## config.mk

```make
export PLATFORM = sky130hd
export DESIGN_NAME = crcfc_back
export DESIGN_NICKNAME = d
export VERILOG_FILES = /design/src/rtl/crcfc_pkg.sv /design/src/rtl/crcfc_back.sv
export SDC_FILE = /design/constraint.sdc
export NUM_CORES = 1
export LEC_CHECK = 0
export BUFFER_PORTS_ARGS = -buffer_cell sky130_fd_sc_hd__buf_2
export CORE_MARGIN = 10
export CORE_UTILIZATION = 51
export CTS_BUF_LIST = sky130_fd_sc_hd__clkbuf_16
export DETAILED_ROUTE_END_ITERATION = 6
export GPL_TIMING_DRIVEN = 0
export PLACE_DENSITY = 0.75
export SLEW_MARGIN = 10
export SYNTH_ARGS = -nofsm -noshare
export SYNTH_HDL_FRONTEND = slang
export SYNTH_SLANG_ARGS = --single-unit
export TNS_END_PERCENT = 30
```

## constraint.sdc

```tcl
create_clock -name clock -period 3.5 [get_ports clock]
set_clock_uncertainty 0.1 [all_clocks]
set_input_delay 0.175 -clock clock [delete_from_list [all_inputs] [get_ports clock]]
set_output_delay 0.175 -clock clock [all_outputs]
set_load 0.05 [all_outputs]
```

## src/rtl/crcfc_pkg.sv

```systemverilog
`default_nettype none
// ----------------------------------------------------------------------------
// crcfc_pkg
// Shared types, constants and the CRC16/Modbus byte update for the frame
// checker.
// ----------------------------------------------------------------------------
package crcfc_pkg;

   localparam logic [9:0]  FRAME_OVERHEAD = 10'd7;
   localparam logic [15:0] CRC_INIT       = 16'hFFFF;
   localparam logic [15:0] CRC_POLY       = 16'hA001;
   localparam logic [8:0]  COUNT_MAX      = 9'd511;

   // Configuration register indexes.
   localparam logic CSR_START_END = 1'b0;
   localparam logic CSR_VERSION   = 1'b1;

   // Role of a byte within its frame.
   typedef enum logic [2:0] {
      POS_START,
      POS_VERSION,
      POS_COMMAND,
      POS_LENGTH,
      POS_PAYLOAD,
      POS_CRC_LO,
      POS_CRC_HI,
      POS_TRAILER
   } pos_type;

   typedef enum logic [2:0] {
      ERR_OK      = 3'd0,
      ERR_SHORT   = 3'd1,
      ERR_START   = 3'd2,
      ERR_END     = 3'd3,
      ERR_VERSION = 3'd4,
      ERR_LENGTH  = 3'd5,
      ERR_CRC     = 3'd6
   } err_type;

   // One classified byte, handed from the front to the back.
   typedef struct packed {
      logic [7:0] rx_byte;
      logic       frame_end;
      pos_type    pos;
      logic [7:0] index;
      logic       too_short;
      logic       length_bad;
   } class_type;

   typedef struct packed {
      logic [7:0] start_end_byte;
      logic [7:0] version_byte;
   } cfg_type;

   function automatic logic [15:0] crc16_update(input logic [15:0] crc,
                                                input logic [7:0]  data);
      logic [15:0] c;
      c = crc ^ {8'h00, data};
      for (int i = 0; i < 8; i++) begin
         if (c[0]) begin
            c = (c >> 1) ^ CRC_POLY;
         end else begin
            c = c >> 1;
         end
      end
      return c;
   endfunction

endpackage
`default_nettype wire

```

## src/rtl/crcfc_back.sv

```systemverilog
`default_nettype none
// ----------------------------------------------------------------------------
// crcfc_back
// Runs the CRC, delimiter, version and length checks on classified items,
// builds the result and holds finished results in a two-entry output queue.
// ----------------------------------------------------------------------------
module crcfc_back
   import crcfc_pkg::*;
(
   input  wire logic       clock,
   input  wire logic       reset,
   input  cfg_type         cfg,
   input  class_type       item,
   input  wire logic       item_empty,
   output logic            item_pop,
   output logic            rsp_empty,
   input  wire logic       rsp_pop,
   output logic            rsp_payload_valid,
   output logic [7:0]      rsp_payload_byte,
   output logic [7:0]      rsp_payload_index,
   output logic            rsp_frame_done,
   output logic            rsp_frame_ok,
   output logic [2:0]      rsp_error_code,
   output logic [7:0]      rsp_command_code,
   output logic [7:0]      rsp_payload_length
);

   typedef struct packed {
      logic       payload_valid;
      logic [7:0] payload_byte;
      logic [7:0] payload_index;
      logic       frame_done;
      logic       frame_ok;
      err_type    error_code;
      logic [7:0] command_code;
      logic [7:0] payload_length;
   } result_type;

   logic [15:0] crc_ff, crc_in;
   logic        start_ok_ff, start_ok_in;
   logic        version_ok_ff, version_ok_in;
   logic [7:0]  command_ff, command_in;
   logic [7:0]  length_ff, length_in;
   logic [7:0]  crc_low_ff, crc_low_in;
   logic        crc_match_ff, crc_match_in;

   result_type  result;
   logic        process;
   logic        out_full;

   result_type  out_mem_ff [2];
   logic        out_wr_ff, out_rd_ff;
   logic [1:0]  out_count_ff;
   logic        out_pop;

   assign out_full = (out_count_ff == 2'd2);
   assign process  = !item_empty && !out_full;
   assign item_pop = process;
   assign out_pop  = rsp_pop && !rsp_empty;

   // Frame state update; the verdict below sees the updated values.
   always_comb begin
      crc_in        = crc_ff;
      start_ok_in   = start_ok_ff;
      version_ok_in = version_ok_ff;
      command_in    = command_ff;
      length_in     = length_ff;
      crc_low_in    = crc_low_ff;
      crc_match_in  = crc_match_ff;
      unique case (item.pos)
         POS_START: begin
            start_ok_in = (item.rx_byte == cfg.start_end_byte);
         end
         POS_VERSION: begin
            version_ok_in = (item.rx_byte == cfg.version_byte);
            crc_in        = crc16_update(crc_ff, item.rx_byte);
         end
         POS_COMMAND: begin
            command_in = item.rx_byte;
            crc_in     = crc16_update(crc_ff, item.rx_byte);
         end
         POS_LENGTH: begin
            length_in = item.rx_byte;
            crc_in    = crc16_update(crc_ff, item.rx_byte);
         end
         POS_PAYLOAD: begin
            crc_in = crc16_update(crc_ff, item.rx_byte);
         end
         POS_CRC_LO: begin
            crc_low_in = item.rx_byte;
         end
         POS_CRC_HI: begin
            crc_match_in = ({item.rx_byte, crc_low_ff} == crc_ff);
         end
         POS_TRAILER: begin
         end
         default: begin
         end
      endcase
   end

   always_comb begin
      result.payload_valid  = (item.pos == POS_PAYLOAD) && !item.frame_end;
      result.payload_byte   = result.payload_valid ? item.rx_byte : 8'd0;
      result.payload_index  = result.payload_valid ? item.index : 8'd0;
      result.frame_done     = item.frame_end;
      result.command_code   = command_in;
      result.payload_length = length_in;
      result.error_code     = ERR_OK;
      if (item.frame_end) begin
         priority if (item.too_short) begin
            result.error_code = ERR_SHORT;
         end else if (!start_ok_in) begin
            result.error_code = ERR_START;
         end else if (item.rx_byte != cfg.start_end_byte) begin
            result.error_code = ERR_END;
         end else if (!version_ok_in) begin
            result.error_code = ERR_VERSION;
         end else if (item.length_bad) begin
            result.error_code = ERR_LENGTH;
         end else if (!crc_match_in) begin
            result.error_code = ERR_CRC;
         end else begin
            result.error_code = ERR_OK;
         end
      end
      result.frame_ok = item.frame_end && (result.error_code == ERR_OK);
   end

   always_ff @(posedge clock) begin
      if (reset || (process && item.frame_end)) begin
         crc_ff        <= CRC_INIT;
         start_ok_ff   <= 1'b0;
         version_ok_ff <= 1'b0;
         command_ff    <= 8'd0;
         length_ff     <= 8'd0;
         crc_low_ff    <= 8'd0;
         crc_match_ff  <= 1'b0;
      end else if (process) begin
         crc_ff        <= crc_in;
         start_ok_ff   <= start_ok_in;
         version_ok_ff <= version_ok_in;
         command_ff    <= command_in;
         length_ff     <= length_in;
         crc_low_ff    <= crc_low_in;
         crc_match_ff  <= crc_match_in;
      end
   end

   // Output queue: a finished result waits here while the next item is worked on.
   always_ff @(posedge clock) begin
      if (reset) begin
         out_wr_ff    <= 1'b0;
         out_rd_ff    <= 1'b0;
         out_count_ff <= 2'd0;
      end else begin
         if (process) begin
            out_wr_ff <= !out_wr_ff;
         end
         if (out_pop) begin
            out_rd_ff <= !out_rd_ff;
         end
         out_count_ff <= out_count_ff + {1'b0, process} - {1'b0, out_pop};
      end
   end

   always_ff @(posedge clock) begin
      if (process) begin
         out_mem_ff[out_wr_ff] <= result;
      end
   end

   assign rsp_empty          = (out_count_ff == 2'd0);
   assign rsp_payload_valid  = out_mem_ff[out_rd_ff].payload_valid;
   assign rsp_payload_byte   = out_mem_ff[out_rd_ff].payload_byte;
   assign rsp_payload_index  = out_mem_ff[out_rd_ff].payload_index;
   assign rsp_frame_done     = out_mem_ff[out_rd_ff].frame_done;
   assign rsp_frame_ok       = out_mem_ff[out_rd_ff].frame_ok;
   assign rsp_error_code     = out_mem_ff[out_rd_ff].error_code;
   assign rsp_command_code   = out_mem_ff[out_rd_ff].command_code;
   assign rsp_payload_length = out_mem_ff[out_rd_ff].payload_length;

   a_out_count_bound: assert property (@(posedge clock) disable iff (reset)
      out_count_ff <= 2'd2)
      else $error("output queue count out of range");

   a_frame_clears: assert property (@(posedge clock) disable iff (reset)
      process && item.frame_end |=> (crc_ff == CRC_INIT) && !start_ok_ff
                                    && !crc_match_ff && (length_ff == 8'd0))
      else $error("frame state not cleared after last byte");

   a_no_push_when_full: assert property (@(posedge clock) disable iff (reset)
      out_full && !out_pop |=> out_count_ff == 2'd2)
      else $error("output queue overrun");

endmodule
`default_nettype wire

```

==> metrics.csv, run 1 <==
metric,value,unit
status,"finished, final reports clean",
ys_async_sr_fraction,0,%
syn-cell-area,5520,µm²
synth_common_cells,"edfxtp_1 (76), mux2_2 (54), dfxtp_1 (48), nor2_1 (37), mux2i_1 (30)",
drive_above_1_share,31.3,%
synth_fp_nets,462,
syn_inst,418,
power_leakage,2.65,nW
setup_viol,0,
synth_warnings,0,
hold_class,input pin to flop,
cts_buffer_depth,2,
die_area,15400,µm²
root_buffer,clkbuf_16,
post-synth-top-area-cell,edfxtp_1,
clock_sinks,124,
power,0.00496,W
max_freq,333,MHz
cpMaxStageDelayCell,nor2b_4,
clock_latency,0.40,ns
start_kind,flop,
viasPerCell,5.23,
synthTopCellsByArea,"edfxtp_1 (41%), dfxtp_1 (17%), mux2_2 (11%), mux2i_1 (5.4%), xor2_1 (4.4%)",
start_util,53.0,%
synth_seq_cells,124,
synth_most_common_cell,edfxtp_1,
syn_to_final_growth,21.9,%
detailroute.via_count,3496,
ys.flop_type,edfxtp_1,
synth_compound_area_share,2.90,%
cp.required,3.50,ns
io_pins,82,
cts-htree-levels,4,
first_pass_iters,4,
place.gp.congestion,0.855,
antenna_found_initial,0,
grt_max_degree,33,
grt_pass1_vias,3754,
dieHeight,124,µm
rows,37,
netlist.area_leader.share,41.4,%
worst_pin_slew,0.760,ns
port_buffers,70,
avgSynthCellArea,13.2,µm²
cp_cell_sequence,"inv_1, a21oi_1, buf_1, clkbuf_1, nor2b_4, buf_16",
postPlaceCellArea,6090,µm²
synth_adder_area_share,0.454,%
die_w,124,µm
gr-usage-all-layers,16.3,%
postLayoutCellArea,6730,µm²
drtIter0Drc,179,
seq_area_frac_synth,58.8,%
cts_buffers,17,
cp.arrival,3.01,ns
synth_top_family_by_area,multiplexers,
relSlewSlack,49.3,%
irDropWorstVdd,0.413,mV
final-max-slew-violation-count,0,
cts_tree,built,
fin_hold_ws,0.0132,ns
diodes,0,
power_density,738,nW/µm²
hpwl,8.32,mm
synth-edff-count,76,
finalHoldViolCount,0,
cp_max_fo,21,
grt_first_pass_wirelength,19.0,mm
core_area,10400,µm²
rsz0062_at_grt,false,
postRouteAntennaNets,0,
avgRoutedWirePerCell,18.1,µm
ctsResizeCount,0,
synth-simple-area-share,8.89,%
synth.distinct_cells,39,
regArea,3240,µm²
cap_violations,0,
drcViolationCount,0,
slowest_delay,0.65,ns
tns,0,ns
muxShareOfSynthArea,16.5,%
multiInputGateArea,2140,µm²
overflow,0,
min_period_over_period,85.9,%
cts.clk_slew.worst_paths,0.05,ns
post-route-util,64.6,%
worstSetupPathType,flop to flop,
synthXorXnorAreaFrac,9.84,%
min_period,3.01,ns
fill_cells,804,
nets,564,
drt_wl_total,12.1,mm
end_kind,flop,
## cell usage in the layout (no fill, tap or decap), types with 11 or more instances in the layout
| cell | n |
|---|---|
| and2_1 | 15 |
| buf_2 | 76 |
| clkbuf_1 | 12 |
| clkbuf_16 | 17 |
| dfxtp_1 | 48 |
| dlygate4sd3_1 | 11 |
| edfxtp_1 | 76 |
| mux2_2 | 54 |
| mux2i_1 | 30 |
| nand2_1 | 18 |
| nor2_1 | 37 |
| xnor2_1 | 25 |
| xor2_1 | 28 |
## sequential cells by signal (all words and copies together), names as in the netlist, named ones only
register,flops
out_mem_ff,76
crc_ff,16
command_ff,8
crc_low_ff,8
length_ff,8
out_count_ff,2
crc_match_ff,1
out_rd_ff,1
out_wr_ff,1
start_ok_ff,1
version_ok_ff,1
## path summary, 6_finish.rpt
path	endpoint	cells past startpoint	slack [ns]	from
hold reg to reg	length_ff[0]	2	0.39	length_ff[0]
hold / removal	crc_low_ff[1]	3	0.01	item[15]
setup / recovery	out_mem_ff[0][9]	6	0.49	out_count_ff[0]
setup reg to reg	out_mem_ff[0][9]	6	0.49	out_count_ff[0]
## where the power goes
group          switching, W  total, W  internal [W]
Sequential        0.0000681   0.00184       0.00177
Combinational       0.00110   0.00162      0.000520
Clock              0.000565   0.00151      0.000943
Total               0.00173   0.00496       0.00323
## cell type report
type                            count  share of cell area [%]
Multi-Input combinational cell    265                    31.8
Tap cell                          136                    2.53
Buffer                             27                    2.06
Timing Repair Buffer               83                    7.55
Clock inverter                     15                    1.36
Inverter                            2                   0.112
Clock buffer                       17                    6.32
Sequential cell                   124                    48.2
## layer usage
layer  part of all wire (%)  GRT usage (%)  wire, µm
met1                     41           18.3      4920
met2                     50           28.0      6080
met3                    6.8           5.38       825
met4                    2.1           6.33       256
met5                      0              0         0
## metrics by stage
stage / cells / setup WS (ns)
3_5_place_dp: 626 / 0.546
6_report: 669 / 0.495
4_1_cts: 669 / 0.452
5_1_grt: 669 / 0.302
2_1_floorplan: 418 / 0.211
3_3_place_gp: 624 / -0.333
## kinds of logic after synthesis
group,after synthesis
AND/OR/NAND/NOR,98
adder cells (fa/ha/maj),2
buffers and inverters,29
XOR/XNOR,57
AO/OA/AOI/OAI,24
multiplexers,84
flip-flops,124
## critical path: cells and delay by family, from the launching register on
kind	cells	cell delay, ns
buf+inv	4	1.37
simple gates	1	0.65
flops	1	0.32
compound gates	1	0.24
## timing repair
action / CTS / global route
endpoints found under the hold margin: 24 / 0
hold buffers: 11 / 0
setup buffers: 0 / 0
Power figures use the tool's default switching activity.
==> run 2: changes to the inputs <==
--- a/config.mk
+++ b/config.mk
@@ -9,8 +9,9 @@
 export CORE_MARGIN = 10
 export CORE_UTILIZATION = 51
 export CTS_BUF_LIST = sky130_fd_sc_hd__clkbuf_16
+export CTS_CLUSTER_DIAMETER = 200
 export DETAILED_ROUTE_END_ITERATION = 6
-export GPL_TIMING_DRIVEN = 0
+export GPL_TIMING_DRIVEN = 1
 export PLACE_DENSITY = 0.75
 export SLEW_MARGIN = 10
 export SYNTH_ARGS = -nofsm -noshare
==> metrics.csv, run 2 (same netlist as run 1, synthesis figures left out) <==
metric,value,unit,change
final_common_cell,buf_2,,
port_buffers,81,,+16%
worstSetupPathType,flop to primary output,,
max_freq,436,MHz,+31%
drcViolationCount,0,,unchanged
worst_pin_slew,1.17,ns,+0.410 ns
cts_tree,built,,
die_w,124,µm,unchanged
place.gp.congestion,0.797,,-6.8%
cts_buffers,17,,unchanged
whs_path_depth,2,,-1
cts.clk_slew.worst_paths,0.05,ns,about the same
grt_pass1_vias,3618,,-3.6%
dieHeight,124,µm,unchanged
final_cells,656,,-1.9%
rows,37,,unchanged
core_area,10400,µm²,unchanged
finalHoldViolCount,0,,unchanged
relSlewSlack,21.9,%,-27 points
first_pass_iters,4,,unchanged
io_pins,82,,unchanged
cp.required,3.22,ns,-0.28 ns
nets,550,,-2.5%
power_leakage,2.66,nW,+0.18%
min_period_over_period,65.5,%,-20 points
regMostFlops,out_mem_ff,,
cp.arrival,2.02,ns,-0.99 ns
grt_max_degree,39,,+18%
cap_violations,0,,unchanged
worstHoldEndpoint,out_mem_ff[0][19],,
drt_wl_total,11.7,mm,-2.9%
post-route-util,64.2,%,-0.40 points
largest_register_ffs,76,,unchanged
rr_endpoint,command_ff[3],,
rsz0062_at_grt,false,,
final_cell_mix,"buf_2 (81), edfxtp_1 (76), mux2_2 (54)",,
clock_latency,0.40,ns,about the same
start_kind,flop,,
start_util,53.0,%,unchanged
hold_class,input pin to flop,,
regToRegSetupSlack,1.24,ns,+0.75 ns
cts_buffer_depth,2,,unchanged
overflow,0,,unchanged
tns,0,ns,unchanged
antenna_found_initial,0,,unchanged
postCtsSetupRepairBufs,0,,unchanged
r2r_cells,5,,-1
gr-usage-all-layers,15.8,%,-0.48 points
end_kind,primary output,,
irDropWorstVdd,0.389,mV,-5.7%
setup_viol,0,,unchanged
cp_max_fo,38,,+81%
clock_sinks,124,,unchanged
power,0.00504,W,+1.6%
root_buffer,clkbuf_16,,
syn_to_final_growth,21.2,%,
min_period,2.29,ns,-0.713 ns
postRouteAntennaNets,0,,unchanged
status,"finished, final reports clean",,
avgRoutedWirePerCell,17.9,µm,-0.94%
die_area,15400,µm²,unchanged
fill_cells,775,,-3.6%
hold_start,item[0],,
cts-htree-levels,4,,unchanged
viasPerCell,5.19,,-0.64%
cp_cell_sequence,"mux2_2, buf_2",,
drive_above_1_share,33.5,%,+2.2 points
slowest_delay,0.93,ns,+0.28 ns
dp.cells,612,,-2.2%
final-max-slew-violation-count,0,,unchanged
cpMaxStageDelayCell,dfxtp_2,,
fin_hold_ws,0.0296,ns,+0.0164 ns
grt_first_pass_wirelength,18.6,mm,-2.4%
drtIter0Drc,217,,+21%
hpwl,7.85,mm,-5.7%
detailroute.via_count,3406,,-2.6%
worstReg2RegStart,out_count_ff[0],,
power_density,754,nW/µm²,+2.2%
biggestRegsByFlops,"out_mem_ff (76), crc_ff (16)",,
## run 2: cell count changes in the layout (fill, tap and decap cells not counted), moves of 2 or more
cell	previous run	this run
clkbuf_1	12	0
buf_2	76	81
buf_4	0	4
clkinv_1	6	4
buf_1	5	0
buf_6	4	0
## run 2: where the power goes
part	total, W	internal (W)	switching, W
logic	0.00150	0.000487	0.00101
registers	0.00190	0.00177	0.000130
clock network	0.00164	0.00106	0.000573
## run 2: critical path, delay by kind of cell, from the launching register on
family,cells,cell delay (ns)
flip-flops,1,0.93
multiplexers,1,0.43
buffers and inverters,1,0.22
## run 2: routing by layer
metal | global-route usage [%] | up-vias | share of wire (%)
met1 | 18.4 | 1634 | 42
met3 | 5.07 | 20 | 6.0
met4 | 6.12 | 0 | 1.9
met2 | 26.6 | 93 | 50
met5 | 0 | - | 0
li1 | - | 1659 | -
## run 2: worst max-delay path by stage
stage	from	end	slack [ns]	cells after the start
final	flop	rsp_payload_byte[4]	1.21	2
after global routing	out_count_ff[0]	crc_low_ff[6]	1.09	5
after CTS	flop	rsp_payload_byte[4]	1.18	2
after detailed placement	out_count_ff[0]	command_ff[7]	1.28	5
after global placement	out_count_ff[0]	crc_low_ff[4]	1.35	5
after floorplan	out_count_ff[0]	out_mem_ff[0][0]	0.21	5
## run 2: layout make-up
class	instances	area [µm²]	share of cell area, %
diodes	1	2.50	0.0374
clock buffers	18	450	6.74
clock inverters	14	111	1.67
inverters	2	7.51	0.112
multi-input cells	265	2150	32.2
flip-flops and latches	124	3240	48.5
well taps	136	170	2.55
repair buffers	96	546	8.16
## run 2: timing repair
| item | CTS | global route |
|---|---|---|
| hold buffers | 11 | 0 |
| setup endpoints to repair | 0 | 0 |
| endpoints found under the hold margin | 24 | 0 |
| resized for setup | 0 | 0 |
## run 2: through the flow
step | worst slack, ns | area [µm²]
floorplan | 0.211 | 5520
global placement | 1.35 | 6010
detailed placement | 1.28 | 6010
CTS | 1.18 | 6680
global route | 1.09 | 6680
finish | 1.21 | 6690
==> run 3: changes to the inputs <==
--- a/config.mk
+++ b/config.mk
@@ -5,14 +5,15 @@
 export SDC_FILE = /design/constraint.sdc
 export NUM_CORES = 1
 export LEC_CHECK = 0
+export ABC_AREA = 1
 export BUFFER_PORTS_ARGS = -buffer_cell sky130_fd_sc_hd__buf_2
 export CORE_MARGIN = 10
-export CORE_UTILIZATION = 51
+export CORE_UTILIZATION = 52
 export CTS_BUF_LIST = sky130_fd_sc_hd__clkbuf_16
 export CTS_CLUSTER_DIAMETER = 200
 export DETAILED_ROUTE_END_ITERATION = 6
 export GPL_TIMING_DRIVEN = 1
-export PLACE_DENSITY = 0.75
+export PLACE_DENSITY = 0.76
 export SLEW_MARGIN = 10
 export SYNTH_ARGS = -nofsm -noshare
 export SYNTH_HDL_FRONTEND = slang
==> constraint.sdc (replaced) <==
create_clock -name clock -period 2.1 [get_ports clock]
set_clock_uncertainty 0.1 [all_clocks]
set_input_delay 0.105 -clock clock [delete_from_list [all_inputs] [get_ports clock]]
set_output_delay 0.105 -clock clock [all_outputs]
set_load 0.05 [all_outputs]
==> metrics.csv, run 3 <==
metric,value,unit,change
synth_compound_area_share,8.15,%,+5.3 points
cts-hold-fix-buffers,13,,+2
synthTopCellsByArea,"edfxtp_1 (39%), dfxtp_1 (17%), nand2_1 (9.4%), mux2_2 (7.4%), inv_1 (4.5%)",,
antenna_found_initial,0,,unchanged
grt_max_degree,39,,unchanged
port_buffers,81,,unchanged
sequentialPowerShare,36.0,%,-1.8 points
synth_fp_nets,672,,+45%
synth-simple-area-share,18.6,%,+9.7 points
p_clk_share,34.5,%,+2.0 points
die_area,15800,µm²,+2.6%
whs_path_depth,3,,+1
hpwl,9.60,mm,+22%
synth.distinct_cells,35,,-10%
die_w,126,µm,+1.3%
place.gp.congestion,0.849,,+6.6%
synth_adder_area_share,0.431,%,-0.022 points
synthXorXnorAreaFrac,2.85,%,-7.0 points
postLayoutCellArea,7150,µm²,+7.0%
drive_above_1_share,25.2,%,-8.3 points
dp_worst_setup_slack,0.232,ns,-1.05 ns
nets,776,,+41%
final_common_cell,nand2_1,,
largest_register_ffs,76,,unchanged
start_util,53.3,%,+0.31 points
dieHeight,126,µm,+1.3%
hold_class,input pin to flop,,
rsz0062_at_grt,false,,
grt_pass1_vias,4574,,+26%
max_freq,530,MHz,
syn_to_final_growth,23.3,%,
cap_violations,0,,unchanged
clock_sinks,124,,unchanged
power_leakage,3.20,nW,+20%
biggestRegsByFlops,"out_mem_ff (76), crc_ff (16)",,
clock_latency,0.41,ns,about the same
final-max-slew-violation-count,0,,unchanged
finalHoldViolCount,0,,unchanged
syn_inst,628,,+50%
postPlaceCellArea,6410,µm²,+6.7%
rows,38,,+2.7%
synth_most_common_cell,nand2_1,,
synth_warnings,0,,unchanged
worstHoldEndpoint,crc_low_ff[3],,
status,"finished, final reports clean",,
cts_tree,built,,
cts-htree-levels,4,,unchanged
first_pass_iters,5,,+1
overflow,0,,unchanged
cts_buffer_depth,2,,unchanged
irDropWorstVdd,0.730,mV,+88%
ys.flop_type,edfxtp_1,,
worstReg2RegStart,crc_ff[6],,
synth-edff-count,76,,unchanged
postCtsSetupRepairBufs,0,,unchanged
ctsResizeCount,0,,unchanged
min_period,1.89,ns,
muxShareOfSynthArea,7.38,%,-9.1 points
drt_wl_total,14.2,mm,+21%
drtIter0Drc,466,,+110%
netlist.area_leader.share,39.3,%,-2.0 points
cp.arrival,1.98,ns,-0.04 ns
root_buffer,clkbuf_16,,
core_area,10900,µm²,+4.5%
final_cell_mix,"nand2_1 (146), buf_2 (81), edfxtp_1 (76)",,
worstSetupPathType,input pin to flop,,
r2r_cells,12,,+7
regMostFlops,out_mem_ff,,
synth_seq_cells,124,,unchanged
grt_first_pass_wirelength,22.7,mm,+22%
power,0.00861,W,+71%
hold_start,item[17],,
power_density,1200,nW/µm²,+60%
syn-cell-area,5800,µm²,+5.1%
cts_buffers,17,,unchanged
detailroute.via_count,4670,,+37%
relSlewSlack,57.3,%,+35 points
ys_async_sr_fraction,0,%,unchanged
switching_power,0.00294,W,+72%
setup_viol,0,,unchanged
fin_hold_ws,0.0428,ns,+0.0131 ns
viasPerCell,5.27,,+1.5%
worst_pin_slew,0.640,ns,-0.529 ns
io_pins,82,,unchanged
cp.required,2.19,ns,-1.03 ns
synth_common_cells,"nand2_1 (146), edfxtp_1 (76), inv_1 (70), nor2_1 (70), dfxtp_1 (48)",,
cts.clk_slew.worst_paths,0.05,ns,about the same
end_kind,flop,,
postRouteAntennaNets,0,,unchanged
fin_ws,0.212,ns,-0.996 ns
drcViolationCount,0,,unchanged
start_kind,input pin,,
combPwrFrac,29.5,%,-0.3 points
regToRegSetupSlack,0.22,ns,-1.02 ns
switching_share,34.2,%,+0.14 points
gr-usage-all-layers,17.8,%,+2.0 points
seq_area_frac_synth,55.9,%,-2.9 points
cp_max_fo,16,,-58%
avgRoutedWirePerCell,16.1,µm,-10%
avgSynthCellArea,9.24,µm²,-30%
synth_top_family_by_area,simple AND/OR/NAND/NOR gates,,
rr_endpoint,out_mem_ff[0][19],,
min_period_over_period,89.9,%,
post-synth-top-area-cell,edfxtp_1,,
p_int,0.00567,W,+70%
-- run 3: logic make-up after synthesis --
| logic type | after synthesis |
|---|---|
| adder cells (fa/ha/maj) | 2 |
| buffers and inverters | 99 |
| AO/OA/AOI/OAI | 87 |
| XOR/XNOR | 18 |
| AND/OR/NAND/NOR | 260 |
| multiplexers | 38 |
| flip-flops | 124 |
-- run 3: stage by stage --
step	cells	utilization, %	setup TNS, ns
floorplan	628	-	-1.88
global route	885	65.7	0
finish	886	65.7	0
detailed placement	840	58.9	0
global placement	840	58.9	0
CTS	885	65.7	0
-- run 3: power groups by stage --
| stage | clock network, W | logic, W | registers, W |
|---|---|---|---|
| 2_1_floorplan | 0 | 0.00193 | 0.00311 |
| 3_3_place_gp | 0 | 0.00247 | 0.00312 |
| 3_5_place_dp | 0 | 0.00251 | 0.00315 |
| 4_1_cts | 0.00300 | 0.00256 | 0.00310 |
| 5_1_grt | 0.00312 | 0.00273 | 0.00313 |
| 6_report | 0.00297 | 0.00254 | 0.00310 |
-- run 3: worst max-delay path by stage --
stage	from	end	slack (ns)
after floorplan	out_count_ff[0]	out_mem_ff[1][0]	-0.05
after global placement	item[12]	length_ff[5]	0.30
after detailed placement	item[12]	length_ff[5]	0.23
after CTS	item[19]	out_mem_ff[1][19]	0.26
after global routing	crc_ff[6]	out_mem_ff[1][19]	0.07
final	item[13]	out_mem_ff[1][34]	0.21
-- run 3: worst max-delay path, cell delays in order --
cell           delay [ns]
dlygate4sd3_1        0.54
buf_2                0.17
nor3_1               0.37
inv_1                0.41
nor2_1               0.38
-- run 3: routing by layer --
layer	routed length [µm]	GRT usage, %
met1	5910	20.3
met2	7250	30.4
met3	922	5.49
met4	163	7.05
met5	0	0
-- run 3: area by class of cell --
type	instances	area, µm²
multi-input cells	405	2180
diodes	1	2.50
flip-flops and latches	124	3240
clock inverters	15	179
clock buffers	17	425
fillers	804	3740
repair buffers	102	633
inverters	82	308
well taps	140	175
